File: config.mk
export PLATFORM = sky130hd
export DESIGN_NAME = ook_pulse_timer_rssi_stats_top
export DESIGN_NICKNAME = d
export VERILOG_FILES = /design/src/design/ooks_pkg.sv /design/src/design/ook_pulse_timer_rssi_stats_top.sv /design/src/design/ooks_div.sv /design/src/design/ooks_dp.sv /design/src/design/ooks_ctrl.sv
export SDC_FILE = /design/constraint.sdc
export NUM_CORES = 2
export LEC_CHECK = 0
export ABC_AREA = 1
export BUFFER_PORTS_ARGS = -buffer_cell sky130_fd_sc_hd__buf_2
export CORE_ASPECT_RATIO = 0.5
export CORE_MARGIN = 10
export CORE_UTILIZATION = 40
export DETAILED_ROUTE_END_ITERATION = 8
export PLACE_DENSITY = 0.63
export SYNTH_ARGS = -nofsm -noshare
export SYNTH_HDL_FRONTEND = slang
export SYNTH_SLANG_ARGS = --single-unit
File: constraint.sdc
create_clock -name i_clk -period 10.4 [get_ports i_clk]
set_input_delay 0.52 -clock i_clk [delete_from_list [all_inputs] [get_ports i_clk]]
set_output_delay 0.52 -clock i_clk [all_outputs]
set_load 0.02 [all_outputs]
File: src/design/ooks_pkg.sv
// Shared types, constants and a helper function for the OOK pulse timer with RSSI statistics.
`default_nettype none

package ooks_pkg;

    localparam int VOTE_LEN  = 5;
    localparam int VOTE_HALF = VOTE_LEN / 2;

    localparam int CFG_IDX_W  = 2;
    localparam int CFG_DATA_W = 16;

    localparam logic [CFG_IDX_W-1:0] CFG_SAMPLE_PERIOD = 2'd0;
    localparam logic [CFG_IDX_W-1:0] CFG_QUIET_LIMIT   = 2'd1;
    localparam logic [CFG_IDX_W-1:0] CFG_WINDOW_LEN    = 2'd2;

    localparam logic [7:0]  RST_SAMPLE_PERIOD = 8'd25;
    localparam logic [15:0] RST_QUIET_LIMIT   = 16'd400;
    localparam logic [15:0] RST_WINDOW_LEN    = 16'd40000;

    localparam int DIV_W     = 32;
    localparam int DIVISOR_W = 16;
    localparam int DIV_CNT_W = $clog2(DIV_W);

    localparam int STD_MAX = 10;

    localparam logic KIND_PULSE = 1'b0;
    localparam logic KIND_STATS = 1'b1;

    typedef struct packed {
        logic       data_bit;
        logic [7:0] rssi_raw;
    } t_in;

    typedef struct packed {
        logic        kind;
        logic [15:0] pulse_us;
        logic        pulse_level;
        logic [7:0]  rssi_mean;
        logic [31:0] rssi_variance;
        logic [3:0]  rssi_stddev;
        logic [15:0] edge_count;
        logic        last;
    } t_out;

    typedef enum logic [1:0] {
        OUT_PULSE,
        OUT_TAIL,
        OUT_STATS
    } t_out_sel;

    typedef enum logic [1:0] {
        DIV_MEAN,
        DIV_SCALED,
        DIV_VAR
    } t_div_sel;

    typedef enum logic [3:0] {
        S_IDLE,
        S_DECIDE,
        S_EDGE,
        S_FLUSH_HEAD,
        S_FLUSH_TAIL,
        S_MEAN_GO,
        S_MEAN_WAIT,
        S_SCALED_GO,
        S_SCALED_WAIT,
        S_NUM,
        S_VAR_GO,
        S_VAR_WAIT,
        S_STATS
    } t_state;

    typedef struct packed {
        logic     sample;
        logic     out_load;
        t_out_sel out_sel;
        logic     out_last;
        logic     div_start;
        t_div_sel div_sel;
        logic     cap_mean;
        logic     cap_scaled;
        logic     cap_num;
        logic     cap_var;
    } t_cmd;

    typedef struct packed {
        logic edge_seen;
        logic flush;
        logic close;
        logic out_free;
        logic div_done;
    } t_status;

    function automatic logic [3:0] stddev_of(input logic [31:0] var_in);
        logic [3:0] s;
        s = 4'(STD_MAX);
        for (int i = STD_MAX - 1; i >= 1; i--) begin
            if (var_in <= 32'(i * i)) begin
                s = 4'(i);
            end
        end
        return s;
    endfunction

endpackage

`default_nettype wire

File: src/design/ook_pulse_timer_rssi_stats_top.sv
// Top level of the OOK pulse timer with RSSI window statistics.
// A sample with no result passes through the idle and decide states; each pulse result adds
// an output state that waits for a free output. A sample that closes a window also runs three
// passes through the shared divider at one quotient bit per cycle. Pulse results and the
// statistics result are held in the output register and wait while the output is stalled.
// Reset is synchronous and active low; it restores register defaults and clears control and sample state.
`default_nettype none

module ook_pulse_timer_rssi_stats_top (
    input  wire logic                            i_clk,
    input  wire logic                            i_rst_n,
    input  wire logic                            i_cfg_we,
    input  wire logic [ooks_pkg::CFG_IDX_W-1:0]  i_cfg_idx,
    input  wire logic [ooks_pkg::CFG_DATA_W-1:0] i_cfg_data,
    input  wire logic                            i_in_valid,
    output logic                                 o_in_stall,
    input  wire ooks_pkg::t_in                   i_in_data,
    output logic                                 o_out_valid,
    input  wire logic                            i_out_stall,
    output ooks_pkg::t_out                       o_out_data
);

    ooks_pkg::t_cmd    cmd;
    ooks_pkg::t_status status;
    logic              ready;

    ooks_ctrl u_ctrl (
        .i_clk      (i_clk),
        .i_rst_n    (i_rst_n),
        .i_in_valid (i_in_valid),
        .i_status   (status),
        .o_ready    (ready),
        .o_cmd      (cmd)
    );

    ooks_dp u_dp (
        .i_clk       (i_clk),
        .i_rst_n     (i_rst_n),
        .i_cfg_we    (i_cfg_we),
        .i_cfg_idx   (i_cfg_idx),
        .i_cfg_data  (i_cfg_data),
        .i_in_data   (i_in_data),
        .i_cmd       (cmd),
        .o_status    (status),
        .o_out_valid (o_out_valid),
        .i_out_stall (i_out_stall),
        .o_out_data  (o_out_data)
    );

    assign o_in_stall = !ready;

endmodule

`default_nettype wire

File: src/design/ooks_div.sv
// Restoring divider, one quotient bit per cycle, shared by the window statistics.
`default_nettype none

module ooks_div (
    input  wire logic                          i_clk,
    input  wire logic                          i_rst_n,
    input  wire logic                          i_start,
    input  wire logic [ooks_pkg::DIV_W-1:0]     i_dividend,
    input  wire logic [ooks_pkg::DIVISOR_W-1:0] i_divisor,
    output logic                               o_done,
    output logic [ooks_pkg::DIV_W-1:0]          o_quotient
);

    logic                               r_busy;
    logic                               r_done;
    logic [ooks_pkg::DIV_CNT_W-1:0]     r_cnt;
    logic [ooks_pkg::DIVISOR_W-1:0]     r_rem;
    logic [ooks_pkg::DIVISOR_W-1:0]     r_dvs;
    logic [ooks_pkg::DIV_W-1:0]         r_quo;

    logic [ooks_pkg::DIVISOR_W:0]       rem_sh;
    logic [ooks_pkg::DIVISOR_W:0]       diff;
    logic                               ge;
    logic [ooks_pkg::DIVISOR_W-1:0]     n_rem;

    always_comb begin
        rem_sh = {r_rem, r_quo[ooks_pkg::DIV_W-1]};
        diff   = rem_sh - {1'b0, r_dvs};
        ge     = (rem_sh >= {1'b0, r_dvs});
        n_rem  = ge ? diff[ooks_pkg::DIVISOR_W-1:0] : rem_sh[ooks_pkg::DIVISOR_W-1:0];
    end

    always_ff @(posedge i_clk) begin
        if (!i_rst_n) begin
            r_busy <= 1'b0;
            r_done <= 1'b0;
            r_cnt  <= '0;
        end else begin
            r_done <= 1'b0;
            if (i_start) begin
                r_busy <= 1'b1;
                r_cnt  <= '0;
            end else if (r_busy) begin
                r_cnt <= r_cnt + 1'b1;
                if (r_cnt == ooks_pkg::DIV_CNT_W'(ooks_pkg::DIV_W - 1)) begin
                    r_busy <= 1'b0;
                    r_done <= 1'b1;
                end
            end
        end
    end

    always_ff @(posedge i_clk) begin
        if (i_start) begin
            r_quo <= i_dividend;
            r_dvs <= i_divisor;
            r_rem <= '0;
        end else if (r_busy) begin
            r_quo <= {r_quo[ooks_pkg::DIV_W-2:0], ge};
            r_rem <= n_rem;
        end
    end

    assign o_done     = r_done;
    assign o_quotient = r_quo;

endmodule

`default_nettype wire

File: src/design/ooks_dp.sv
// Datapath: sample filter, pulse timing, RSSI accumulation, statistics and output register.
`default_nettype none

module ooks_dp (
    input  wire logic                               i_clk,
    input  wire logic                               i_rst_n,
    input  wire logic                               i_cfg_we,
    input  wire logic [ooks_pkg::CFG_IDX_W-1:0]     i_cfg_idx,
    input  wire logic [ooks_pkg::CFG_DATA_W-1:0]    i_cfg_data,
    input  wire ooks_pkg::t_in                      i_in_data,
    input  wire ooks_pkg::t_cmd                     i_cmd,
    output ooks_pkg::t_status                       o_status,
    output logic                                    o_out_valid,
    input  wire logic                               i_out_stall,
    output ooks_pkg::t_out                          o_out_data
);

    logic [7:0]  r_period;
    logic [15:0] r_quiet_limit;
    logic [15:0] r_window_len;

    logic [ooks_pkg::VOTE_LEN-1:0] r_hist;
    logic        r_held;
    logic [15:0] r_ticks;
    logic [15:0] r_quiet;
    logic [31:0] r_sum;
    logic [31:0] r_sq;
    logic [15:0] r_samples;
    logic [15:0] r_edges;

    logic [15:0] r_pulse_ticks;
    logic        r_pulse_level;
    logic        r_edge_seen;
    logic        r_flush;
    logic        r_close;

    logic [31:0] r_w_sum;
    logic [31:0] r_w_sq;
    logic [15:0] r_w_n;
    logic [15:0] r_w_edges;
    logic [7:0]  r_mean;
    logic [31:0] r_scaled;
    logic [31:0] r_num;
    logic [31:0] r_var;

    logic           r_out_valid;
    ooks_pkg::t_out r_out;

    logic [ooks_pkg::VOTE_LEN-1:0] n_hist;
    logic        level;
    logic        edge_now;
    logic [15:0] ticks_inc;
    logic [15:0] quiet_inc;
    logic        quiet_sat;
    logic        flush_now;
    logic [7:0]  rssi;
    logic [15:0] rssi_sq;
    logic [31:0] n_sum;
    logic [31:0] n_sq;
    logic [15:0] n_samples;
    logic [15:0] n_edges;
    logic        close_now;

    logic [23:0] pulse_prod;
    logic [15:0] pulse_us;
    logic [55:0] num_prod;

    logic [ooks_pkg::DIV_W-1:0]     div_dividend;
    logic [ooks_pkg::DIVISOR_W-1:0] div_divisor;
    logic                           div_done;
    logic [ooks_pkg::DIV_W-1:0]     div_quotient;

    ooks_pkg::t_out n_out;

    always_comb begin
        n_hist    = (r_hist << 1) | ooks_pkg::VOTE_LEN'(i_in_data.data_bit);
        level     = ($countones(n_hist) > ooks_pkg::VOTE_HALF);
        edge_now  = (level != r_held);
        ticks_inc = (r_ticks == 16'hFFFF) ? r_ticks : r_ticks + 16'd1;
        quiet_sat = (r_quiet == 16'hFFFF);
        quiet_inc = r_quiet + 16'd1;
        flush_now = !edge_now && !quiet_sat && (quiet_inc == r_quiet_limit);
        rssi      = ~i_in_data.rssi_raw;
        rssi_sq   = {8'd0, rssi} * {8'd0, rssi};
        n_sum     = r_sum + {24'd0, rssi};
        n_sq      = r_sq + {16'd0, rssi_sq};
        n_samples = r_samples + 16'd1;
        n_edges   = edge_now ? r_edges + 16'd1 : r_edges;
        close_now = (n_samples >= r_window_len);
    end

    always_ff @(posedge i_clk) begin
        if (!i_rst_n) begin
            r_period      <= ooks_pkg::RST_SAMPLE_PERIOD;
            r_quiet_limit <= ooks_pkg::RST_QUIET_LIMIT;
            r_window_len  <= ooks_pkg::RST_WINDOW_LEN;
        end else if (i_cfg_we) begin
            unique case (i_cfg_idx)
                ooks_pkg::CFG_SAMPLE_PERIOD: r_period      <= i_cfg_data[7:0];
                ooks_pkg::CFG_QUIET_LIMIT:   r_quiet_limit <= i_cfg_data;
                ooks_pkg::CFG_WINDOW_LEN:    r_window_len  <= i_cfg_data;
                default: begin
                end
            endcase
        end
    end

    always_ff @(posedge i_clk) begin
        if (!i_rst_n) begin
            r_hist      <= '0;
            r_held      <= 1'b0;
            r_ticks     <= '0;
            r_quiet     <= '0;
            r_sum       <= '0;
            r_sq        <= '0;
            r_samples   <= '0;
            r_edges     <= '0;
            r_edge_seen <= 1'b0;
            r_flush     <= 1'b0;
            r_close     <= 1'b0;
        end else if (i_cmd.sample) begin
            r_hist      <= n_hist;
            r_edge_seen <= edge_now;
            r_flush     <= flush_now;
            r_close     <= close_now;
            if (edge_now) begin
                r_ticks <= '0;
                r_held  <= level;
                r_quiet <= '0;
            end else begin
                r_ticks <= ticks_inc;
                if (!quiet_sat) begin
                    r_quiet <= quiet_inc;
                end
            end
            if (close_now) begin
                r_sum     <= '0;
                r_sq      <= '0;
                r_samples <= '0;
                r_edges   <= '0;
            end else begin
                r_sum     <= n_sum;
                r_sq      <= n_sq;
                r_samples <= n_samples;
                r_edges   <= n_edges;
            end
        end
    end

    always_ff @(posedge i_clk) begin
        if (i_cmd.sample) begin
            r_pulse_ticks <= ticks_inc;
            r_pulse_level <= r_held;
            if (close_now) begin
                r_w_sum   <= n_sum;
                r_w_sq    <= n_sq;
                r_w_n     <= n_samples;
                r_w_edges <= n_edges;
            end
        end
        if (i_cmd.cap_mean) begin
            r_mean <= div_quotient[7:0];
        end
        if (i_cmd.cap_scaled) begin
            r_scaled <= div_quotient;
        end
        if (i_cmd.cap_num) begin
            r_num <= r_w_sq - num_prod[31:0];
        end
        if (i_cmd.cap_var) begin
            r_var <= div_quotient;
        end
    end

    assign num_prod = 56'(r_w_sum[31:8]) * 56'(r_scaled);

    always_comb begin
        unique case (i_cmd.div_sel)
            ooks_pkg::DIV_MEAN: begin
                div_dividend = r_w_sum;
                div_divisor  = r_w_n;
            end
            ooks_pkg::DIV_SCALED: begin
                div_dividend = {r_w_sum[23:0], 8'd0};
                div_divisor  = r_w_n;
            end
            ooks_pkg::DIV_VAR: begin
                div_dividend = r_num;
                div_divisor  = r_w_n - 16'd1;
            end
            default: begin
                div_dividend = r_w_sum;
                div_divisor  = r_w_n;
            end
        endcase
    end

    ooks_div u_div (
        .i_clk      (i_clk),
        .i_rst_n    (i_rst_n),
        .i_start    (i_cmd.div_start),
        .i_dividend (div_dividend),
        .i_divisor  (div_divisor),
        .o_done     (div_done),
        .o_quotient (div_quotient)
    );

    always_comb begin
        pulse_prod = {8'd0, r_pulse_ticks} * {16'd0, r_period};
        pulse_us   = (pulse_prod > 24'd65535) ? 16'hFFFF : pulse_prod[15:0];
        n_out      = '0;
        n_out.last = i_cmd.out_last;
        unique case (i_cmd.out_sel)
            ooks_pkg::OUT_PULSE: begin
                n_out.kind        = ooks_pkg::KIND_PULSE;
                n_out.pulse_us    = pulse_us;
                n_out.pulse_level = r_pulse_level;
            end
            ooks_pkg::OUT_TAIL: begin
                n_out.kind        = ooks_pkg::KIND_PULSE;
                n_out.pulse_us    = 16'd1;
                n_out.pulse_level = ~r_pulse_level;
            end
            ooks_pkg::OUT_STATS: begin
                n_out.kind          = ooks_pkg::KIND_STATS;
                n_out.rssi_mean     = r_mean;
                n_out.rssi_variance = r_var;
                n_out.rssi_stddev   = ooks_pkg::stddev_of(r_var);
                n_out.edge_count    = r_w_edges;
            end
            default: begin
                n_out.kind = ooks_pkg::KIND_PULSE;
            end
        endcase
    end

    always_ff @(posedge i_clk) begin
        if (!i_rst_n) begin
            r_out_valid <= 1'b0;
        end else if (i_cmd.out_load) begin
            r_out_valid <= 1'b1;
        end else if (!i_out_stall) begin
            r_out_valid <= 1'b0;
        end
    end

    always_ff @(posedge i_clk) begin
        if (i_cmd.out_load) begin
            r_out <= n_out;
        end
    end

    always_comb begin
        o_status.edge_seen = r_edge_seen;
        o_status.flush     = r_flush;
        o_status.close     = r_close;
        o_status.out_free  = !r_out_valid || !i_out_stall;
        o_status.div_done  = div_done;
    end

    assign o_out_valid = r_out_valid;
    assign o_out_data  = r_out;

endmodule

`default_nettype wire

File: src/design/ooks_ctrl.sv
// Controller state machine that sequences sample intake, result emission and statistics.
`default_nettype none

module ooks_ctrl (
    input  wire logic              i_clk,
    input  wire logic              i_rst_n,
    input  wire logic              i_in_valid,
    input  wire ooks_pkg::t_status i_status,
    output logic                   o_ready,
    output ooks_pkg::t_cmd         o_cmd
);

    ooks_pkg::t_state r_state;
    ooks_pkg::t_state n_state;

    always_ff @(posedge i_clk) begin
        if (!i_rst_n) begin
            r_state <= ooks_pkg::S_IDLE;
        end else begin
            r_state <= n_state;
        end
    end

    always_comb begin
        n_state = r_state;
        unique case (r_state)
            ooks_pkg::S_IDLE: begin
                if (i_in_valid) n_state = ooks_pkg::S_DECIDE;
            end
            ooks_pkg::S_DECIDE: begin
                if (i_status.edge_seen)  n_state = ooks_pkg::S_EDGE;
                else if (i_status.flush) n_state = ooks_pkg::S_FLUSH_HEAD;
                else if (i_status.close) n_state = ooks_pkg::S_MEAN_GO;
                else                     n_state = ooks_pkg::S_IDLE;
            end
            ooks_pkg::S_EDGE: begin
                if (i_status.out_free) begin
                    n_state = i_status.close ? ooks_pkg::S_MEAN_GO : ooks_pkg::S_IDLE;
                end
            end
            ooks_pkg::S_FLUSH_HEAD: begin
                if (i_status.out_free) n_state = ooks_pkg::S_FLUSH_TAIL;
            end
            ooks_pkg::S_FLUSH_TAIL: begin
                if (i_status.out_free) begin
                    n_state = i_status.close ? ooks_pkg::S_MEAN_GO : ooks_pkg::S_IDLE;
                end
            end
            ooks_pkg::S_MEAN_GO:   n_state = ooks_pkg::S_MEAN_WAIT;
            ooks_pkg::S_MEAN_WAIT: begin
                if (i_status.div_done) n_state = ooks_pkg::S_SCALED_GO;
            end
            ooks_pkg::S_SCALED_GO: n_state = ooks_pkg::S_SCALED_WAIT;
            ooks_pkg::S_SCALED_WAIT: begin
                if (i_status.div_done) n_state = ooks_pkg::S_NUM;
            end
            ooks_pkg::S_NUM:    n_state = ooks_pkg::S_VAR_GO;
            ooks_pkg::S_VAR_GO: n_state = ooks_pkg::S_VAR_WAIT;
            ooks_pkg::S_VAR_WAIT: begin
                if (i_status.div_done) n_state = ooks_pkg::S_STATS;
            end
            ooks_pkg::S_STATS: begin
                if (i_status.out_free) n_state = ooks_pkg::S_IDLE;
            end
            default: n_state = ooks_pkg::S_IDLE;
        endcase
    end

    always_comb begin
        o_cmd         = '0;
        o_cmd.out_sel = ooks_pkg::OUT_PULSE;
        o_cmd.div_sel = ooks_pkg::DIV_MEAN;
        o_ready       = 1'b0;
        unique case (r_state)
            ooks_pkg::S_IDLE: begin
                o_ready      = 1'b1;
                o_cmd.sample = i_in_valid;
            end
            ooks_pkg::S_DECIDE: begin
            end
            ooks_pkg::S_EDGE: begin
                o_cmd.out_load = i_status.out_free;
                o_cmd.out_last = !i_status.close;
            end
            ooks_pkg::S_FLUSH_HEAD: begin
                o_cmd.out_load = i_status.out_free;
            end
            ooks_pkg::S_FLUSH_TAIL: begin
                o_cmd.out_load = i_status.out_free;
                o_cmd.out_sel  = ooks_pkg::OUT_TAIL;
                o_cmd.out_last = !i_status.close;
            end
            ooks_pkg::S_MEAN_GO: begin
                o_cmd.div_start = 1'b1;
            end
            ooks_pkg::S_MEAN_WAIT: begin
                o_cmd.cap_mean = i_status.div_done;
            end
            ooks_pkg::S_SCALED_GO: begin
                o_cmd.div_start = 1'b1;
                o_cmd.div_sel   = ooks_pkg::DIV_SCALED;
            end
            ooks_pkg::S_SCALED_WAIT: begin
                o_cmd.div_sel    = ooks_pkg::DIV_SCALED;
                o_cmd.cap_scaled = i_status.div_done;
            end
            ooks_pkg::S_NUM: begin
                o_cmd.cap_num = 1'b1;
            end
            ooks_pkg::S_VAR_GO: begin
                o_cmd.div_start = 1'b1;
                o_cmd.div_sel   = ooks_pkg::DIV_VAR;
            end
            ooks_pkg::S_VAR_WAIT: begin
                o_cmd.div_sel = ooks_pkg::DIV_VAR;
                o_cmd.cap_var = i_status.div_done;
            end
            ooks_pkg::S_STATS: begin
                o_cmd.out_load = i_status.out_free;
                o_cmd.out_sel  = ooks_pkg::OUT_STATS;
                o_cmd.out_last = 1'b1;
            end
            default: begin
            end
        endcase
    end

endmodule

`default_nettype wire
Yosys cells after proc, flatten, opt, wreduce, memory -nomap -nowiden
Index checks and enable logic that the tools add are counted.
{"block": "op_classes", "add_sub_neg": 14, "multipliers": 3, "div": 0, "order_cmp": 13, "eq_ne": 32, "shifts": 0, "muxes": 54, "bitwise_logic": 6, "n_reduce_logical": 30}
{"op": "$mux 16", "count": 10}
{"op": "$mux 32", "count": 4}
{"op": "$add 16x1->16 const B", "count": 4}
{"op": "$le 32x5->1 const B", "count": 2}
{"op": "$le 32x6->1 const B", "count": 2}
{"op": "$le 32x7->1 const B", "count": 2}
{"op": "$pmux 32 s2", "count": 1}
{"op": "$pmux 4 s12", "count": 1}
{"op": "$mux 4", "count": 9}
{"op": "$pmux 17 s2", "count": 1}
{"op": "$add 32x1->32", "count": 1}
{"op": "$add 32x16->32", "count": 1}
{"op": "$add 32x32->32", "count": 1}
{"op": "$add 32x8->32", "count": 1}
{"op": "$eq 16x16->1 const B", "count": 2}
{"op": "$gt 32x3->1 const B", "count": 1}
{"op": "$le 32x1->1 const B", "count": 1}
{"op": "$le 32x3->1 const B", "count": 1}
{"op": "$le 32x4->1 const B", "count": 1}
{"op": "$mul 24x32->32", "count": 1}
{"op": "$sub 32x32->32", "count": 1}
{"op": "$gt 24x16->1 const B", "count": 1}
{"op": "$mul 16x8->24", "count": 1}
{"op": "$eq 4x4->1 const B", "count": 5}
{"op": "37 further kinds", "count": 97}
{"block": "word_totals", "regBits": 548, "latchBits": 0, "ram_bits": 0, "mem_bits_ro": 0, "input_bits": 32, "out_inout_bits": 81, "word_cells": 195, "memories": 0}

Longest topological paths before layout
{"block": "logic_depth", "word_depth": 10, "mapped_depth": 29, "depth_no_buf": 27}

By module
A second synthesis with hierarchy kept.
{"block": "hier_totals", "hier_cells": 5823, "area_unflattened_um2": 48161.2}
{"mod": "ooks_dp", "n_inst": 1, "cells_per_inst": 5219, "area_each_um2": 43614.3}
{"mod": "ooks_div", "n_inst": 1, "cells_per_inst": 511, "area_each_um2": 4086.4}
{"mod": "ooks_ctrl", "n_inst": 1, "cells_per_inst": 92, "area_each_um2": 456.7}
{"mod": "ook_pulse_timer_rssi_stats_top", "n_inst": 1, "cells_per_inst": 1, "area_each_um2": 3.8}

Worst setup path before layout
Ideal clock, no wire load.
{"block": "synth_path", "path_kind": "reg-to-reg", "startpoint": "register u_dp.r_w_sum[22]", "endpoint": "register u_dp.r_num[28], data pin", "arrival_time_ps": 5962, "path_slack_ps": 4180, "path_stages_with_launch": 26, "path_cell_list": "edfxtp_1 -> clkbuf_1 -> buf_1 -> nand2_1 -> fa_1 -> fa_1 -> inv_1 -> fa_1 -> fa_1 -> fa_1 -> fa_1 -> inv_1 -> fa_1 -> ha_1 -> nand2_1 -> nor2_1 -> nor3b_1 -> nand3_1 -> nand3_1 -> nand2_1 -> nand3_1 -> nand2_1 -> inv_1 -> nor2_1 -> nand2_1 -> nand2_1"}
{"block": "synth_via", "elab_chain_cells": 2}
{"element": "from (decl)", "line": "ooks_dp.sv:37", "text": "logic [31:0] r_w_sum;"}
{"element": "from (signal assigned)", "line": "ooks_dp.sv:155", "text": "r_w_sum <= n_sum;"}
{"element": "$mul 24x32->32", "line": "ooks_dp.sv:175", "text": "assign num_prod = 56'(r_w_sum[31:8]) * 56'(r_scaled);"}
{"element": "$sub 32x32->32", "line": "ooks_dp.sv:168", "text": "r_num <= r_w_sq - num_prod[31:0];"}
{"element": "to (signal assigned)", "line": "ooks_dp.sv:168"}
{"element": "to (decl)", "line": "ooks_dp.sv:43", "text": "logic [31:0] r_num;"}
Every way passes these cells.
A chain may end at the register's enable or synchronous reset.

Worst setup path in the final report
{"block": "layout_path", "startpoint": "register u_dp.r_w_sum[16]", "endpoint": "register u_dp.r_num[28], data pin"}
Same word-level chain as after synthesis.

==> out/qor.txt <==
Unique masters post-synth: 63
Max clock buf depth: 3
Full die area: 133000 sq um
Peak supply drop: 184 uV
Vias/cell: 4.90
Leak: 23.8 nW
GP Congestion: 0.924
CTS buffer count: 57
Final Hold Violating Endpoints: 0
Relative slew margins: 0.142
DR vias: 35163
Minimum clock period: 7110 ps
Crit path arrival time: 7530 ps
Register area share after synthesis: 0.305
TritonRoute pass-1 iters: 5
Nets: 6361
Most numerous cell on the critical path: fa_1
Die Y-Extent: 263 um
Layout cell share with drive strength beyond 1: 0.0580
Global Route Usage Sum: 0.179
Layout area overhead: 8.39%
Max incr delay on CP: 1200 ps
Largest net degree at the start of global routing: 88
Die width: 506 um
First-pass GRT wire length: 195 mm
Avg WL per Cell: 16.5 um
Bufs and invs on worst path: 3
Slew Viols, Final: 0
Critical Path RT: 10810 ps
Ys async rst share: 0
Fmax: 141 MHz
H-tree depth: 2
Crit path max fanout: 27
Setup bufs post-CTS: 0
Crit path launch type: flip-flop
Slowest stage cell, crit path: edfxtp_1
Status: completed
# setup viols final: 0
Critical Path Sink Type: flip-flop
EDFF count, synth: 344
CTS tree: yes
RSZ-0062 raised after global routing: false
Synth Register Bits: 548
Post-Syn Area: 47200 sq um
Starting DRT DRC Count: 2428
Drt drc: 0
Core box area: 118000 sq um
GRT overflow: 0
Syn Area/Cell: 8.51 sq um
Total Wirelength: 119 mm
Commonest non-fill, non-tap cell in the layout: nand2_1
Commonest cells after routing, fill and taps aside: nand2_1 (1321), inv_1 (1123), fa_1 (549)
# fillers: 11631
Initial core utilization: 0.402
Cell family with most CP delay: adder cells
Post-Syn Nets: 6375
Cell count after synthesis: 5551
IO Count: 113
Clock sinks: 548
Final Cycle Share: 0.684
Hold-fix buffers, CTS: 0
Input/output buffers: 112
Clock skew: 45.0 ps
Synth Warn #: 0
Slew at the pin closest to its max-slew limit: 1290 ps
Hold Crit Class: input port to flip-flop
Vias in the first global route: 35558
Setup_tns: 0 ps
Pwr Density: 175 nW/um^2
Cell Chain, Critical Path: nand2_1 > fa_1 > fa_1 > fa_1 > inv_1 > fa_1 > fa_1 > fa_1 > inv_1 > fa_1 > ha_1 > nand2_1 > nor2_1 > nor3b_1 > nand3_1 > nand3_1 > nand2_1 > nand3_1 > nand2_1 > inv_1 > nor2_1 > nand2_1 > nand2_1
# resized after CTS: 0
Row count: 89
Top FF cell, synth: edfxtp_1
DPL Wire Length: 91.0 mm
WS Path Type: flip-flop to flip-flop
Final Core Density: 0.435
Max-cap violations: 0
Initial antenna violation count: 1
Root buffer cell: clkbuf_16
Antenna viol nets, final: 0
Clk_lat worst skew: 660 ps
Clock Pin Slew Worst Setup and Hold Paths: 60 ps
==> flip-flops by register name, indices dropped and copies added (netlist names), 32 cells and up <==
register	cells
u_dp.o_out_data	79
u_dp.r_num	32
u_dp.r_scaled	32
u_dp.r_sq	32
u_dp.r_sum	32
u_dp.r_var	32
u_dp.r_w_sq	32
u_dp.r_w_sum	32
u_dp.u_div.o_quotient	32
==> final timing paths <==
kind | start | endpoint | slack (ps) | cells after the start
setup / recovery | u_dp.r_w_sum[16] | u_dp.r_num[28] | 3290 | 23
hold / removal | i_cfg_data[12] | u_dp.r_window_len[12] | 130 | 3
setup reg to reg | u_dp.r_w_sum[16] | u_dp.r_num[28] | 3290 | 23
hold reg to reg | u_dp.r_held | u_dp.r_pulse_level | 430 | 0
==> cells in the mapped netlist (all sizes together) (3+ instances only) <==
cell type  instances  area, sq um
nand2           1329         5010
inv             1132         4250
fa               549        11000
nor2             469         1830
edfxtp           344        10300
ha               243         3040
a21oi            217         1090
nand3            208         1060
dfxtp            204         4080
clkbuf           181          679
o21ai            123          642
xor2             119         1060
xnor2             72          631
a22oi             67          503
nor3              56          335
buf               44          226
nand4             34          219
o211ai            28          215
a41oi             25          219
nand3b            21          158
a31oi             13         87.6
a21o              11         82.6
nor4               9         75.1
o21bai             8         60.1
or2                8         50.1
a21boi             7         52.6
o21a               6         45.0
a211oi             4         30.0
nor3b              4         35.0
o31ai              3         32.5
==> tightest hold or removal path, stage by stage <==
cell      delay (ps)
buf_2             90
nand2_1           50
o211ai_1          60
==> cell families after synthesis <==
group,count (synthesis),synth area share
flip-flops,548,0.305
multiplexers,1,0.000238
buffers and inverters,1358,0.109
AO/OA/AOI/OAI,518,0.0658
XOR/XNOR,191,0.0358
adder cells (fa/ha/maj),792,0.297
AND/OR/NAND/NOR,2143,0.187
==> area by class of cell <==
| type | instances | area, sq um | area share |
|---|---|---|---|
| diodes | 1 | 2.50 | 0.0000489 |
| clock buffers | 75 | 1550 | 0.0304 |
| multi-input cells | 3645 | 27700 | 0.541 |
| well taps | 1592 | 1990 | 0.0389 |
| clock inverters | 33 | 430 | 0.00841 |
| repair buffers | 152 | 861 | 0.0168 |
| flip-flops and latches | 548 | 14400 | 0.282 |
| inverters | 1133 | 4260 | 0.0832 |
==> per-layer routing <==
metal,track usage,wire [um]
met1,0.240,52400
met2,0.305,56900
met3,0.0221,6380
met4,0.0450,3060
met5,0,0
==> stage by stage <==
step | worst slack [ps] | instances | power (mW) | instance area, sq um | hold slack (ps)
2_1_floorplan | 4180 | 5551 | 5.89 | 47200 | 408
3_3_place_gp | 3380 | 7070 | 6.88 | 49200 | 415
3_5_place_dp | 3320 | 7070 | 6.89 | 49200 | 416
4_1_cts | 3330 | 7178 | 9.07 | 51200 | 93.4
5_1_grt | 2860 | 7178 | 9.68 | 51200 | 129
6_report | 3290 | 7179 | 8.97 | 51200 | 134
==> report_power, final <==
group | internal, mW | leakage, nW | switching [mW]
registers | 2.72 | 4.90 | 0.178
clock network | 1.22 | 0.949 | 0.928
logic | 1.28 | 17.9 | 2.64
Power figures use the tool's default switching activity.
